$ cat src/hw/rtl/avkf_pkg.sv
package avkf_pkg;

    localparam int unsigned FX_W = 64;

    localparam logic [FX_W-1:0] FX_ONE  = 64'h0000_0001_0000_0000;
    localparam logic [FX_W-1:0] FX_HALF = 64'h0000_0000_8000_0000;
    localparam logic [FX_W-1:0] FX_TWO  = 64'h0000_0002_0000_0000;

    typedef logic [FX_W-1:0] fx_t;

    typedef enum logic [1:0] {
        CMD_INIT    = 2'd0,
        CMD_PREDICT = 2'd1,
        CMD_BARO    = 2'd2,
        CMD_GENERIC = 2'd3
    } cmd_t;

    typedef enum logic [2:0] {
        REG_ACCEL_SIGMA = 3'd0,
        REG_BARO_SIGMA  = 3'd1,
        REG_INIT_ALT    = 3'd2,
        REG_INIT_VEL    = 3'd3,
        REG_INIT_VAR_A  = 3'd4,
        REG_INIT_VAR_V  = 3'd5
    } reg_idx_t;

    // Magnitude of a two's complement value
    function automatic fx_t fx_mag(input fx_t x);
        fx_mag = x[FX_W-1] ? (fx_t'(0) - x) : x;
    endfunction

    // Signed divide by four, truncated toward zero
    function automatic fx_t fx_div4(input fx_t x);
        fx_t m;
        m = fx_mag(x) >> 2;
        fx_div4 = x[FX_W-1] ? (fx_t'(0) - m) : m;
    endfunction

    // Signed divide by two, truncated toward zero
    function automatic fx_t fx_div2(input fx_t x);
        fx_t m;
        m = fx_mag(x) >> 1;
        fx_div2 = x[FX_W-1] ? (fx_t'(0) - m) : m;
    endfunction

endpackage

$ cat src/hw/rtl/avkf_div.sv
module avkf_div (
    input  logic          clk,
    input  logic          rst_n,
    input  logic          start,
    input  avkf_pkg::fx_t num,
    input  avkf_pkg::fx_t den,
    output logic          done,
    output avkf_pkg::fx_t result
);
    import avkf_pkg::*;

    logic [127:0] dvd_reg;
    fx_t          rem_reg, quo_reg, den_reg, res_reg;
    logic         neg_reg, busy_reg, fin_reg, done_reg;
    logic [6:0]   cnt_reg;
    fx_t          rem_sh;
    logic         ge;

    // One restoring step: shift in the next dividend bit and try a subtract
    assign rem_sh = {rem_reg[62:0], dvd_reg[127]};
    assign ge     = (rem_sh >= den_reg);

    always_ff @(posedge clk or negedge rst_n)
    begin
        if (!rst_n)
        begin
            dvd_reg  <= 128'd0;
            rem_reg  <= '0;
            quo_reg  <= '0;
            den_reg  <= '0;
            res_reg  <= '0;
            neg_reg  <= 1'b0;
            busy_reg <= 1'b0;
            fin_reg  <= 1'b0;
            done_reg <= 1'b0;
            cnt_reg  <= 7'd0;
        end
        else
        begin
            done_reg <= 1'b0;
            if (start)
            begin
                dvd_reg  <= {32'd0, fx_mag(num), 32'd0};
                rem_reg  <= '0;
                quo_reg  <= '0;
                den_reg  <= den;
                neg_reg  <= num[FX_W-1];
                busy_reg <= 1'b1;
                cnt_reg  <= 7'd127;
            end
            else if (busy_reg)
            begin
                dvd_reg <= {dvd_reg[126:0], 1'b0};
                rem_reg <= ge ? (rem_sh - den_reg) : rem_sh;
                quo_reg <= {quo_reg[62:0], ge};
                cnt_reg <= cnt_reg - 7'd1;
                if (cnt_reg == 7'd0)
                begin
                    busy_reg <= 1'b0;
                    fin_reg  <= 1'b1;
                end
            end
            else if (fin_reg)
            begin
                // Apply the sign of the numerator
                res_reg  <= neg_reg ? (fx_t'(0) - quo_reg) : quo_reg;
                fin_reg  <= 1'b0;
                done_reg <= 1'b1;
            end
        end
    end

    assign done   = done_reg;
    assign result = res_reg;

endmodule

$ cat config.mk
export PLATFORM = sky130hd
export DESIGN_NAME = avkf_div
export DESIGN_NICKNAME = d
export VERILOG_FILES = /design/src/hw/rtl/avkf_pkg.sv /design/src/hw/rtl/avkf_div.sv
export SDC_FILE = /design/constraint.sdc
export NUM_CORES = 1
export LEC_CHECK = 0
export BUFFER_PORTS_ARGS = -buffer_cell sky130_fd_sc_hd__clkbuf_2
export CORE_ASPECT_RATIO = 1.4
export CORE_MARGIN = 8
export CORE_UTILIZATION = 60
export CTS_CLUSTER_DIAMETER = 200
export DETAILED_ROUTE_END_ITERATION = 16
export GPL_TIMING_DRIVEN = 0
export PLACE_DENSITY = 0.9
export SKIP_CTS_REPAIR_TIMING = 1
export SKIP_LAST_GASP = 1
export SLEW_MARGIN = 0
export SYNTH_ARGS = -nofsm -noshare
export SYNTH_HDL_FRONTEND = slang
export SYNTH_SLANG_ARGS = --single-unit
$ cat constraint.sdc
create_clock -name clk -period 7.2 [get_ports clk]
set_input_delay 1.08 -clock clk [delete_from_list [all_inputs] [get_ports clk]]
set_output_delay 1.08 -clock clk [all_outputs]
set_load 0.05 [all_outputs]
---- After elaboration in Yosys (flattened, before gate mapping) ----
Cells that the tools add are included.
storage, ports and cells
  memories ................................ 0
  bits in latches ......................... 0
  bits in read-only memories .............. 0
  word-level logic and storage cells ...... 41
  output and inout bits ................... 65
  bits of input ports ..................... 131
  bits in writable memories ............... 0
  register bits after elaboration ......... 394
cells by class
  divide/modulo/power cells ............... 0
  multipliers ............................. 0
  reduce and logical (&&, ||, !) cells .... 4
  shift operators ......................... 0
  $add $sub $neg .......................... 4
  bitwise logic cells ..................... 2
  multiplexer cells ....................... 19
  $lt $le $gt $ge ......................... 1
  equality and inequality tests ........... 1
operator list
  cell                   number
  $mux 128               2
  $mux 64                4
  $mux 63                3
  $sub 1x64->64 const A  2
  $ge 64x64->1           1
  $sub 63x63->63         1
  $mux 7                 2
  $mux 1                 8
  $logic_not 7->1        1
  $sub 7x1->7 const B    1
  $reduce_and 3->1       1
  $ne 2x1->1 const B     1
  $not 1->1              2
  $reduce_and 2->1       1
  $reduce_bool 2->1      1

---- Logic depth before layout (Yosys ltp) ----
Gate-level depths: netlist of run 1.
  depth in word-level cells ............... 4
  mapped depth ............................ 16
  depth with buffers taken out ............ 14

---- Least setup slack after synthesis of run 1 ----
No wires, ideal clock.
  kind .................................... input-to-reg
  from .................................... input num[19]
  to ...................................... register dvd_reg[93]
  data arrival time ....................... 4.183 ns
  data required time ...................... 7.073 ns
  buffers on the path ..................... 1
  stages on the path ...................... 11
  setup slack ............................. 2.890 ns
  cells stage by stage .................... or3_4 or3_4 or4_4 buf_6 nand3b_4 or4_4 or2_4 or4_4 o31ai_4 xor2_1 a21oi_1
between the ends
  longest elaborated chain between the ends .. 3
ends and longest elaborated chain
  what                  RTL line        RTL
  from (decl)           avkf_div.sv:5   input avkf_pkg::fx_t num,
  $sub 1x64->64         avkf_pkg.sv:29  fx_mag = x[FX_W-1] ? (fx_t'(0) - x) : x;
  $mux 64               avkf_pkg.sv:29
  $mux 128              avkf_div.sv:41  if (start)
  to (signal assigned)  avkf_div.sv:43  dvd_reg <= {32'd0, fx_mag(num), 32'd0};
  to (signal assigned)  avkf_div.sv:53  dvd_reg <= {dvd_reg[126:0], 1'b0};
  to (decl)             avkf_div.sv:12  logic [127:0] dvd_reg;
Every way passes these cells.
A chain may end at the register's enable or synchronous reset.

---- Worst setup path after layout of run 1 ----
  from .................................... register rem_reg[37]
  to ...................................... register rem_reg[39]
between the ends
  longest elaborated chain between the ends .. 4
  elaborated cells between the ends (all ways) .. 5
ends and longest elaborated chain
  what                                            RTL line                        RTL
  from (decl)                                     avkf_div.sv:13                  fx_t rem_reg, quo_reg, den_reg, res_reg;
  from (signal assigned)                          avkf_div.sv:54                  rem_reg <= ge ? (rem_sh - den_reg) : rem_sh;
  $sub 63x63->63 or $ge 64x64->1 (tied branches)  avkf_div.sv:54, avkf_div.sv:21
  $mux 63 *                                       avkf_div.sv:54
  $mux 63 *                                       avkf_div.sv:51                  else if (busy_reg)
  $mux 63 *                                       avkf_div.sv:41
Mark *: on every way between the ends. The rest lies on a longest branch, timed or not. The select of a mux whose other input is x is not followed.

==> flow_metrics.env, run 1 <==
export IMPL_die_y_um=241.1
export IMPL_p_switching_mw=1.203
export IMPL_area_growth_pct=13.42
export IMPL_ios=196
export IMPL_largest_reg_flops=96
export IMPL_rsz0062_at_grt="no"
export IMPL_pwr_share_comb_pct=11.2
export IMPL_peakVddDrop_mv=0.1873
export IMPL_syn_nets=2622
export IMPL_fin_cells=3146
export IMPL_hold_viol=0
export IMPL_finalClockSkew_ns=0.02075
export IMPL_outcome="complete, no violations"
export IMPL_postSynthRegisterBits=362
export IMPL_cp_data_arrival_time_ns=5.03
export IMPL_routed_wl_um=61610
export IMPL_fp_dieW_um=176.8
export IMPL_drtIter0Drc=1689
export IMPL_start_kind="flip-flop"
export IMPL_grt_overflow=0
export IMPL_synth_cells=2422
export IMPL_wl_per_cell_um=19.58
export IMPL_synth_xor_xnor_area_share_pct=7.216
export IMPL_maxCapViolations=0
export IMPL_yosysWarnings=0
export IMPL_antenna_found_initial=2
export IMPL_clockBufferDepth=3
export IMPL_p_int_mw=3.504
export IMPL_start_util_pct=60.67
export IMPL_core_rowCount=82
export IMPL_synth_top_area_share_pct=41.70
export IMPL_synth_cell_types=78
export IMPL_clkPwrFrac_pct=43.1
export IMPL_htree_num_levels=2
export IMPL_synthArstFlopShare_pct=100.0
export IMPL_fillers=2739
export IMPL_gp_congestion=0.9734
export IMPL_crit_fanout=10
export IMPL_root_buffer="clkbuf_16"
export IMPL_synth_top_flop_cell="dfrtp_1"
export IMPL_synth_area_leaders="dfrtp_1 42%, mux2i_1 9.5%, o21ai_0 6.2%"
export IMPL_timing_critical_path_to_type="flip-flop"
export IMPL_power_density_nw_per_um2=191.0
export IMPL_synth_compound_area_share_pct=17.18
export IMPL_cts_tree="yes"
export IMPL_power_frac_seq_pct=45.6
export IMPL_switching_share_pct=25.57
export IMPL_insertion_delay_ns=0.54
export IMPL_setup_viol=0
export IMPL_grt_max_degree=107
export IMPL_grt_pass1_vias=19610
export IMPL_drc=0
export IMPL_vias=19190
export IMPL_p_leak_nw=12.60
export IMPL_clk_pin_slew_ns=0.06
export IMPL_yosysTopAreaCell="dfrtp_1"
export IMPL_synthesis_area_um2=21720
export IMPL_grt_pass1_wl_um=98380
export IMPL_path_class="reg2reg"
export IMPL_cp_required_ns=7.62
export IMPL_synth_mux_area_share_pct=9.641
export IMPL_power_mw=4.707
export IMPL_port_buffer_count=193
export IMPL_ant_nets=0
export IMPL_core_area_um2=35810
export IMPL_dp_cells=3080
export IMPL_cts_buffers=36
export IMPL_max_slew_worst_pin_slew_ns=1.035
export IMPL_insertedDiodeCount=0
export IMPL_synth_top_family_by_area="compound AO/OA/AOI/OAI gates"
export IMPL_yosysSeqAreaShare_pct=41.70
export IMPL_die_area_um2=42640
export IMPL_final_seq_area_um2=9059
export IMPL_cts_sinks=362
export IMPL_min_period_ns=4.618
export IMPL_drive_gt1_share_pct=11.44
export IMPL_slew_viol_final=0
export IMPL_hold_path_class="reg2reg"
export IMPL_synth_simple_area_share_pct=15.80
export IMPL_synth_fa_ha_area_share_pct=4.009
export IMPL_maxSlewHeadroom_pct=31.01
export IMPL_dp_hpwl_um=46540
export IMPL_nNetsFinal=2856
export IMPL_multi_input_area_um2=11700
export IMPL_synth_area_per_cell_um2=8.970
export IMPL_synth_edf_count=0
export IMPL_track_usage_pct=28.30
export IMPL_firstDrtPassIters=5
export IMPL_final_period_utilization_pct=64.14
export IMPL_viasPerCell=6.100
export IMPL_max_freq_ghz=0.2165
-- metal layers --
metal  GRT usage, %  share of wire, %  vias to the layer above  wire [um]
li1               -                 -                     8966          -
met1          32.27                39                     9227      24040
met2          50.44                50                      780      30780
met3          4.148               5.6                      215       3450
met4          15.29               5.4                        4       3308
met5              0             0.047                        -         29
-- cell usage in the layout (no fill, tap or decap), types with 42 or more instances in the layout --
master	instances
dfrtp_1	362
nand2_1	315
o21ai_0	268
nor2_1	211
mux2i_1	207
clkbuf_2	192
clkbuf_1	120
a21oi_1	106
inv_1	95
xor2_1	90
xnor2_1	89
ha_1	68
a211oi_1	55
o31ai_1	42
-- metrics by stage --
step	worst slack [ns]	instance area [um2]	hold WS, ns	setup TNS [ns]	util (%)
global placement	-2.407	23270	0.4627	-857.30	64.98
floorplan	2.890	21720	0.4658	0	-
CTS	2.632	24640	0.4842	0	68.82
global route	2.373	24640	0.5108	0	68.82
finish	2.582	24640	0.4774	0	68.82
detailed placement	2.531	23360	0.4697	0	65.24
-- cell usage after synthesis (4+ instances only) --
cell        n
nor3_1     33
mux2i_1   207
a211oi_1   55
dfrtp_1   362
nor4_1     10
o31ai_1    42
nand2_1   315
a31oi_1    11
o41ai_1    14
a21oi_1   106
and2_1      7
nor4b_1     4
nor2b_1     5
o211ai_1    6
inv_1      95
o21a_1      7
or3_2       5
clkbuf_1  116
o21ai_0   268
o31a_1      4
nand2b_1   17
a21boi_0    8
a311oi_1    6
ha_1       68
o22ai_1     6
buf_6       5
a21o_1     33
or3_1      27
buf_1      21
or2_2      11
xor2_1     90
a221oi_1    7
nand3_1    23
nor2_1    211
nand4_1    26
and3_1      9
o21bai_1   12
or4_1      21
xnor2_1    89
-- path summary, 6_finish.rpt --
| check | start | to | slack, ns | cells past startpoint |
|---|---|---|---|---|
| setup reg to reg | rem_reg[37] | rem_reg[39] | 2.58 | 12 |
| hold reg to reg | result[15] | result[15] | 0.48 | 2 |
| setup / recovery | rem_reg[37] | rem_reg[39] | 2.58 | 12 |
| min in group asynchronous | rst_n | dvd_reg[115] | 0.56 | 1 |
| max in group asynchronous | rst_n | dvd_reg[43] | 5.27 | 3 |
| hold / removal | result[15] | result[15] | 0.48 | 2 |
-- logic make-up after synthesis --
logic type               Yosys count
AND/OR/NAND/NOR                  749
AO/OA/AOI/OAI                    612
flip-flops                       362
buffers and inverters            242
multiplexers                     209
XOR/XNOR                         179
adder cells (fa/ha/maj)           69
-- worst max-delay path, cell delays in order, from the launching register on --
cell and delay [ns]:
dfrtp_1 0.45, ha_1 0.30, clkbuf_1 0.33, nand2_1 0.22, nor3_1 0.31, nand4_1 0.23
o21ai_0 0.35, a2111oi_0 0.17, a22oi_1 0.32, clkbuf_1 0.58, buf_1 0.69, mux2i_1 0.21
a211oi_1 0.31
-- layout make-up --
type                       count  area share [%]
tap                          462           2.346
timing repair buffer         196           4.291
clock buffer                  49           4.265
multi-input combinational   1818           47.47
inverter                      96           1.462
clock inverter                17          0.9343
sequential                   362           36.76
buffer                       146           2.468
-- power by group through the flow --
stage	registers [mW]	logic [mW]	clock network [mW]
2_1_floorplan	2.17	0.319	0
3_3_place_gp	2.18	0.496	0
3_5_place_dp	2.18	0.520	0
4_1_cts	2.15	0.525	2.05
5_1_grt	2.15	0.590	2.13
6_report	2.15	0.529	2.03
Note: power is estimated with default switching activity, not from simulation.
==> run 2, diff against run 1 <==
--- a/config.mk
+++ b/config.mk
@@ -8,11 +8,11 @@
 export BUFFER_PORTS_ARGS = -buffer_cell sky130_fd_sc_hd__clkbuf_2
 export CORE_ASPECT_RATIO = 1.4
 export CORE_MARGIN = 8
-export CORE_UTILIZATION = 60
+export CORE_UTILIZATION = 55
 export CTS_CLUSTER_DIAMETER = 200
 export DETAILED_ROUTE_END_ITERATION = 16
 export GPL_TIMING_DRIVEN = 0
-export PLACE_DENSITY = 0.9
+export PLACE_DENSITY = 0.88
 export SKIP_CTS_REPAIR_TIMING = 1
 export SKIP_LAST_GASP = 1
 export SLEW_MARGIN = 0
==> constraint.sdc (replaced) <==
create_clock -name clk -period 3.8 [get_ports clk]
set_input_delay 0.57 -clock clk [delete_from_list [all_inputs] [get_ports clk]]
set_output_delay 0.57 -clock clk [all_outputs]
set_load 0.05 [all_outputs]
==> run 2 against run 1 <==
Compared with the run above:
- the flow now finishes with violations (setup timing)
- non-clock buffer count increased by 1
- clock skew increased by 0.0050 ns
- highest routed layer is now met4
- core utilization decreased by 5.4 points
- sequential power increased by 89%
- die area increased by 8.4%
- fmax increased by 20%
- combinational power increased by 89%
- setup slack got worse by 2.6 ns
- final cell count increased by 2.1%
- cell area increased by 0.81%
- register-to-register slack got worse by 2.6 ns
==> flow_metrics.env, run 2 (synthesized netlist as in run 1, its figures left out) <==
export IMPL_crit_fanout=5
export IMPL_drive_gt1_share_pct=12.53
export IMPL_setup_viol=1
export IMPL_cp_common_cell="or4_4"
export IMPL_vias=19150
export IMPL_peakVddDrop_mv=0.2597
export IMPL_max_slew_worst_pin_slew_ns=0.9602
export IMPL_maxCapViolations=0
export IMPL_ant_nets=0
export IMPL_cts_tree="yes"
export IMPL_outcome="finished, violations left"
export IMPL_slew_viol_final=0
export IMPL_nNetsFinal=2857
export IMPL_setup_slack_ns=-0.05856
export IMPL_drtIter0Drc=1482
export IMPL_dp_hpwl_um=47650
export IMPL_viasPerCell=5.964
export IMPL_rsz0062_at_grt="yes"
export IMPL_clockBufferDepth=3
export IMPL_ios=196
export IMPL_crit_path_cell_trace="or4_4 -> nor4_4 -> nand4_1 -> buf_6 -> or2_4 -> or4_4 -> or2_4 -> or4_4 -> o21ai_4 -> xor2_2 -> o21ai_1"
export IMPL_start_util_pct=55.47
export IMPL_critPathSlowestCell="or4_4"
export IMPL_critPathTopFamily="simple AND/OR/NAND/NOR gates"
export IMPL_most_common_layout_cells="360 x dfrtp_1, 315 x nand2_1, 264 x o21ai_0"
export IMPL_gp_congestion=0.9601
export IMPL_antenna_found_initial=2
export IMPL_fp_dieW_um=184.0
export IMPL_maxSlewHeadroom_pct=35.98
export IMPL_track_usage_pct=26.66
export IMPL_path_class="reg2reg"
export IMPL_die_y_um=251.2
export IMPL_cp_required_ns=4.21
export IMPL_timing_critical_path_to_type="flip-flop"
export IMPL_grt_max_degree=123
export IMPL_critPathLaunch="quo_reg[5]"
export IMPL_grt_overflow=0
export IMPL_largest_reg_flops=96
export IMPL_start_kind="flip-flop"
export IMPL_max_freq_ghz=0.2592
export IMPL_root_buffer="clkbuf_16"
export IMPL_cp_data_arrival_time_ns=4.27
export IMPL_cp_slowest_stage_delay_ns=0.59
export IMPL_wl_per_cell_um=19.51
export IMPL_drc=0
export IMPL_htree_num_levels=2
export IMPL_core_rowCount=86
export IMPL_grt_pass1_vias=19860
export IMPL_insertion_delay_ns=0.55
export IMPL_finalClockSkew_ns=0.02579
export IMPL_min_period_ns=3.859
export IMPL_core_area_um2=39170
export IMPL_p_leak_nw=12.62
export IMPL_area_growth_pct=14.35
export IMPL_cts_sinks=362
export IMPL_hold_viol=0
export IMPL_die_area_um2=46210
export IMPL_r2r_start="quo_reg[5]"
export IMPL_final_period_utilization_pct=101.5
export IMPL_violations="setup timing"
export IMPL_hold_slack_ns=0.01981
export IMPL_final_common_cell="dfrtp_1"
export IMPL_firstDrtPassIters=7
export IMPL_grt_pass1_wl_um=100900
export IMPL_power_density_nw_per_um2=352.7
export IMPL_critPathBufInv=1
export IMPL_routed_wl_um=62640
export IMPL_cts_buffers=36
export IMPL_power_mw=8.761
export IMPL_hold_path_class="in2async"
export IMPL_port_buffer_count=193
export IMPL_clk_pin_slew_ns=0.06
[run 2: path summary, 6_finish.rpt]
kind,slack [ns],cells past startpoint,endpoint
min in group clk,0.23,3,den_reg[57]
max in group asynchronous,2.39,3,dvd_reg[63]
min reg2reg,0.48,2,result[11]
max reg2reg,-0.06,11,result[61]
min,0.02,1,dvd_reg[115]
max,-0.06,11,result[61]
[run 2: final cells by class]
class | count | area, um2
diodes | 1 | 2.502
plain buffers | 140 | 614.3
clock buffers | 50 | 1046
clock inverters | 13 | 168.9
fillers | 3244 | 14330
inverters | 96 | 360.3
multi-input cells | 1818 | 11810
flip-flops and latches | 362 | 9061
well taps | 528 | 660.6
repair buffers | 203 | 1114
[run 2: where the power goes]
part | internal, mW | switching [mW] | leakage [nW]
clock | 2.14 | 1.55 | 0.583
sequential | 4.00 | 0.0679 | 4.78
combinational | 0.343 | 0.660 | 7.26
total | 6.49 | 2.27 | 12.6
[run 2: through the flow]
step           cells  area, um2  setup slack, ns  utilization [%]  TNS (ns)
2_1_floorplan   2422      21720        0.0001894                -         0
3_3_place_gp    3143      23350           -5.342            59.62  -1938.43
3_5_place_dp    3146      23440          -0.6055            59.85    -27.43
4_1_cts         3209      24660          -0.6173            62.95    -28.47
5_1_grt         3210      24840          -0.1625            63.42   -0.2893
6_report        3211      24840         -0.05856            63.42  -0.05856
[run 2: routing by layer]
| metal | global-route usage [%] | up-vias | wire length (um) |
|---|---|---|---|
| met3 | 4.378 | 203 | 3630 |
| met4 | 13.74 | 0 | 3180 |
| met5 | 0 | - | 0 |
| li1 | - | 8980 | - |
| met1 | 30.14 | 9230 | 23910 |
| met2 | 47.57 | 737 | 31920 |
==> run 3, diff against run 2 <==
--- a/config.mk
+++ b/config.mk
@@ -6,12 +6,11 @@
 export NUM_CORES = 1
 export LEC_CHECK = 0
 export BUFFER_PORTS_ARGS = -buffer_cell sky130_fd_sc_hd__clkbuf_2
-export CORE_ASPECT_RATIO = 1.4
+export CORE_ASPECT_RATIO = 0.75
 export CORE_MARGIN = 8
 export CORE_UTILIZATION = 55
 export CTS_CLUSTER_DIAMETER = 200
 export DETAILED_ROUTE_END_ITERATION = 16
-export GPL_TIMING_DRIVEN = 0
 export PLACE_DENSITY = 0.88
 export SKIP_CTS_REPAIR_TIMING = 1
 export SKIP_LAST_GASP = 1
==> run 3 against run 2 <==
Compared with the run above:
- the flow now finishes without violations
- largest cell class unchanged
- clock skew fell by 0.0036 ns
- setup slack improved by 0.19 ns
- final cell count fell by 2.4%
- hold slack got worse by 0.0052 ns
- critical path depth rose by 2
- combinational power barely moved
- global-route usage fell by 2.9 points
- core utilization fell by 0.50 points
- clock-buffer cell count rose by 5
- sequential power barely moved
==> flow_metrics.env, run 3 (synthesized netlist as in run 1, its figures left out) <==
export IMPL_outcome="complete, no violations"
export IMPL_core_rowCount=63
export IMPL_power_density_nw_per_um2=354.7
export IMPL_drive_gt1_share_pct=14.27
export IMPL_cp_slowest_stage_delay_ns=0.43
export IMPL_crit_fanout=6
export IMPL_max_freq_ghz=0.2726
export IMPL_cp_common_cell="buf_4"
export IMPL_r2r_end="rem_reg[61]"
export IMPL_port_buffer_count=195
export IMPL_die_y_um=188.1
export IMPL_grt_max_degree=130
export IMPL_wl_per_cell_um=17.73
export IMPL_peakVddDrop_mv=0.2507
export IMPL_grt_overflow=0
export IMPL_timing_critical_path_to_type="flip-flop"
export IMPL_hold_path_class="in2async"
export IMPL_hold_viol=0
export IMPL_placed_cell_area_um2=23480
export IMPL_fin_area_um2=24700
export IMPL_fp_dieW_um=245.5
export IMPL_power_mw=8.761
export IMPL_htree_num_levels=2
export IMPL_cp_required_ns=4.28
export IMPL_pwr_share_comb_pct=11.4
export IMPL_cts_tree="yes"
export IMPL_nNetsFinal=2792
export IMPL_fin_cells=3134
export IMPL_gp_congestion=0.9180
export IMPL_path_class="reg2reg"
export IMPL_crit_path_cell_trace="ha_1 -> a21oi_1 -> o221a_2 -> a211oi_1 -> o21ai_0 -> a311oi_1 -> buf_4 -> nor3_1 -> o31ai_1 -> buf_4 -> nand4_1 -> o2bb2ai_1 -> o21ba_2"
export IMPL_max_slew_worst_pin_slew_ns=1.098
export IMPL_critPathSlowestCell="a211oi_1"
export IMPL_insertion_delay_ns=0.54
export IMPL_die_area_um2=46180
export IMPL_drc=0
export IMPL_viasPerCell=5.874
export IMPL_tns_ns=0
export IMPL_antenna_found_initial=0
export IMPL_clockBufferDepth=3
export IMPL_r2r_cells=13
export IMPL_clk_pin_slew_ns=0.06
export IMPL_setup_slack_ns=0.1322
export IMPL_finalClockSkew_ns=0.02222
export IMPL_maxSlewHeadroom_pct=26.77
export IMPL_p_leak_nw=12.75
export IMPL_grt_pass1_wl_um=93130
export IMPL_switching_share_pct=25.31
export IMPL_ios=196
export IMPL_p_switching_mw=2.217
export IMPL_ant_nets=0
export IMPL_routed_wl_um=55580
export IMPL_rsz0062_at_grt="no"
export IMPL_r2r_slack_ns=0.13
export IMPL_core_area_um2=39260
export IMPL_root_buffer="clkbuf_16"
export IMPL_final_common_cell="dfrtp_1"
export IMPL_track_usage_pct=23.75
export IMPL_cp_data_arrival_time_ns=4.14
export IMPL_cts_sinks=362
export IMPL_final_period_utilization_pct=96.52
export IMPL_cts_buffers=38
export IMPL_clkPwrFrac_pct=42.2
export IMPL_vias=18410
export IMPL_dp_cells=3072
export IMPL_dp_hpwl_um=40310
export IMPL_critPathTopFamily="compound AO/OA/AOI/OAI gates"
export IMPL_drtIter0Drc=1682
export IMPL_largest_reg_flops=96
export IMPL_r2r_start="rem_reg[4]"
export IMPL_most_common_layout_cells="361 x dfrtp_1, 314 x nand2_1, 266 x o21ai_0"
export IMPL_slew_viol_final=0
export IMPL_min_period_ns=3.668
export IMPL_maxCapViolations=0
export IMPL_dp_slack_ns=-0.05855
export IMPL_start_util_pct=55.34
export IMPL_insertedDiodeCount=0
export IMPL_p_int_mw=6.543
export IMPL_power_frac_seq_pct=46.5
export IMPL_critPathBufInv=2
export IMPL_grt_pass1_vias=18220
export IMPL_start_kind="flip-flop"
export IMPL_area_growth_pct=13.70
export IMPL_setup_viol=0
export IMPL_firstDrtPassIters=6
run 3: changes by cell type in the layout (fill, tap and decap cells not counted), sizes merged:
| cell | change |
|---|---|
| clkinv | -3 |
| buf | +46 |
| clkbuf | -108 |
| clkinvlp | -3 |
| diode | -1 |
run 3: metal layers:
| metal | global-route usage, % | wire, um | up-vias |
|---|---|---|---|
| met5 | 0 | 0 | - |
| met4 | 6.142 | 1171 | 0 |
| met3 | 4.279 | 3731 | 86 |
| met2 | 36.64 | 25100 | 614 |
| met1 | 34.15 | 25570 | 8853 |
| li1 | - | - | 8857 |
run 3: worst max path at each step:
stage / from / to / slack, ns / cells after the start
final: rem_reg[4] / rem_reg[61] / 0.13 / 13
after global routing: rem_reg[4] / rem_reg[51] / 0.003 / 14
after floorplan: num[19] / dvd_reg[93] / 0.0002 / 11
after detailed placement: num[19] / dvd_reg[93] / -0.06 / 11
after CTS: quo_reg[6] / result[61] / 0.09 / 10
after global placement: num[19] / dvd_reg[93] / -0.03 / 11
run 3: stage by stage:
stage | utilization (%) | hold WS (ns)
CTS | 62.86 | 0.03240
detailed placement | 59.80 | 0.4730
global placement | 59.80 | 0.4607
floorplan | - | 0.2744
global route | 62.92 | 0.04841
finish | 62.92 | 0.01466
run 3: layout make-up:
type                            instances  area, um2
Clock buffer                           55       1086
Timing Repair Buffer                  276       1692
Tap cell                              520      650.6
Fill cell                            3264      14550
Inverter                               96      360.3
Sequential cell                       362       9062
Multi-Input combinational cell       1818      11730
Clock inverter                          7      116.4
run 3: power by group through the flow:
| stage | Combinational, mW | Clock [mW] | Sequential (mW) |
|---|---|---|---|
| after floorplan | 0.604 | 0 | 4.12 |
| after detailed placement | 0.986 | 0 | 4.14 |
| after CTS | 0.994 | 3.79 | 4.07 |
| final | 0.995 | 3.70 | 4.07 |
| after global routing | 1.12 | 3.93 | 4.08 |
| after global placement | 0.952 | 0 | 4.13 |
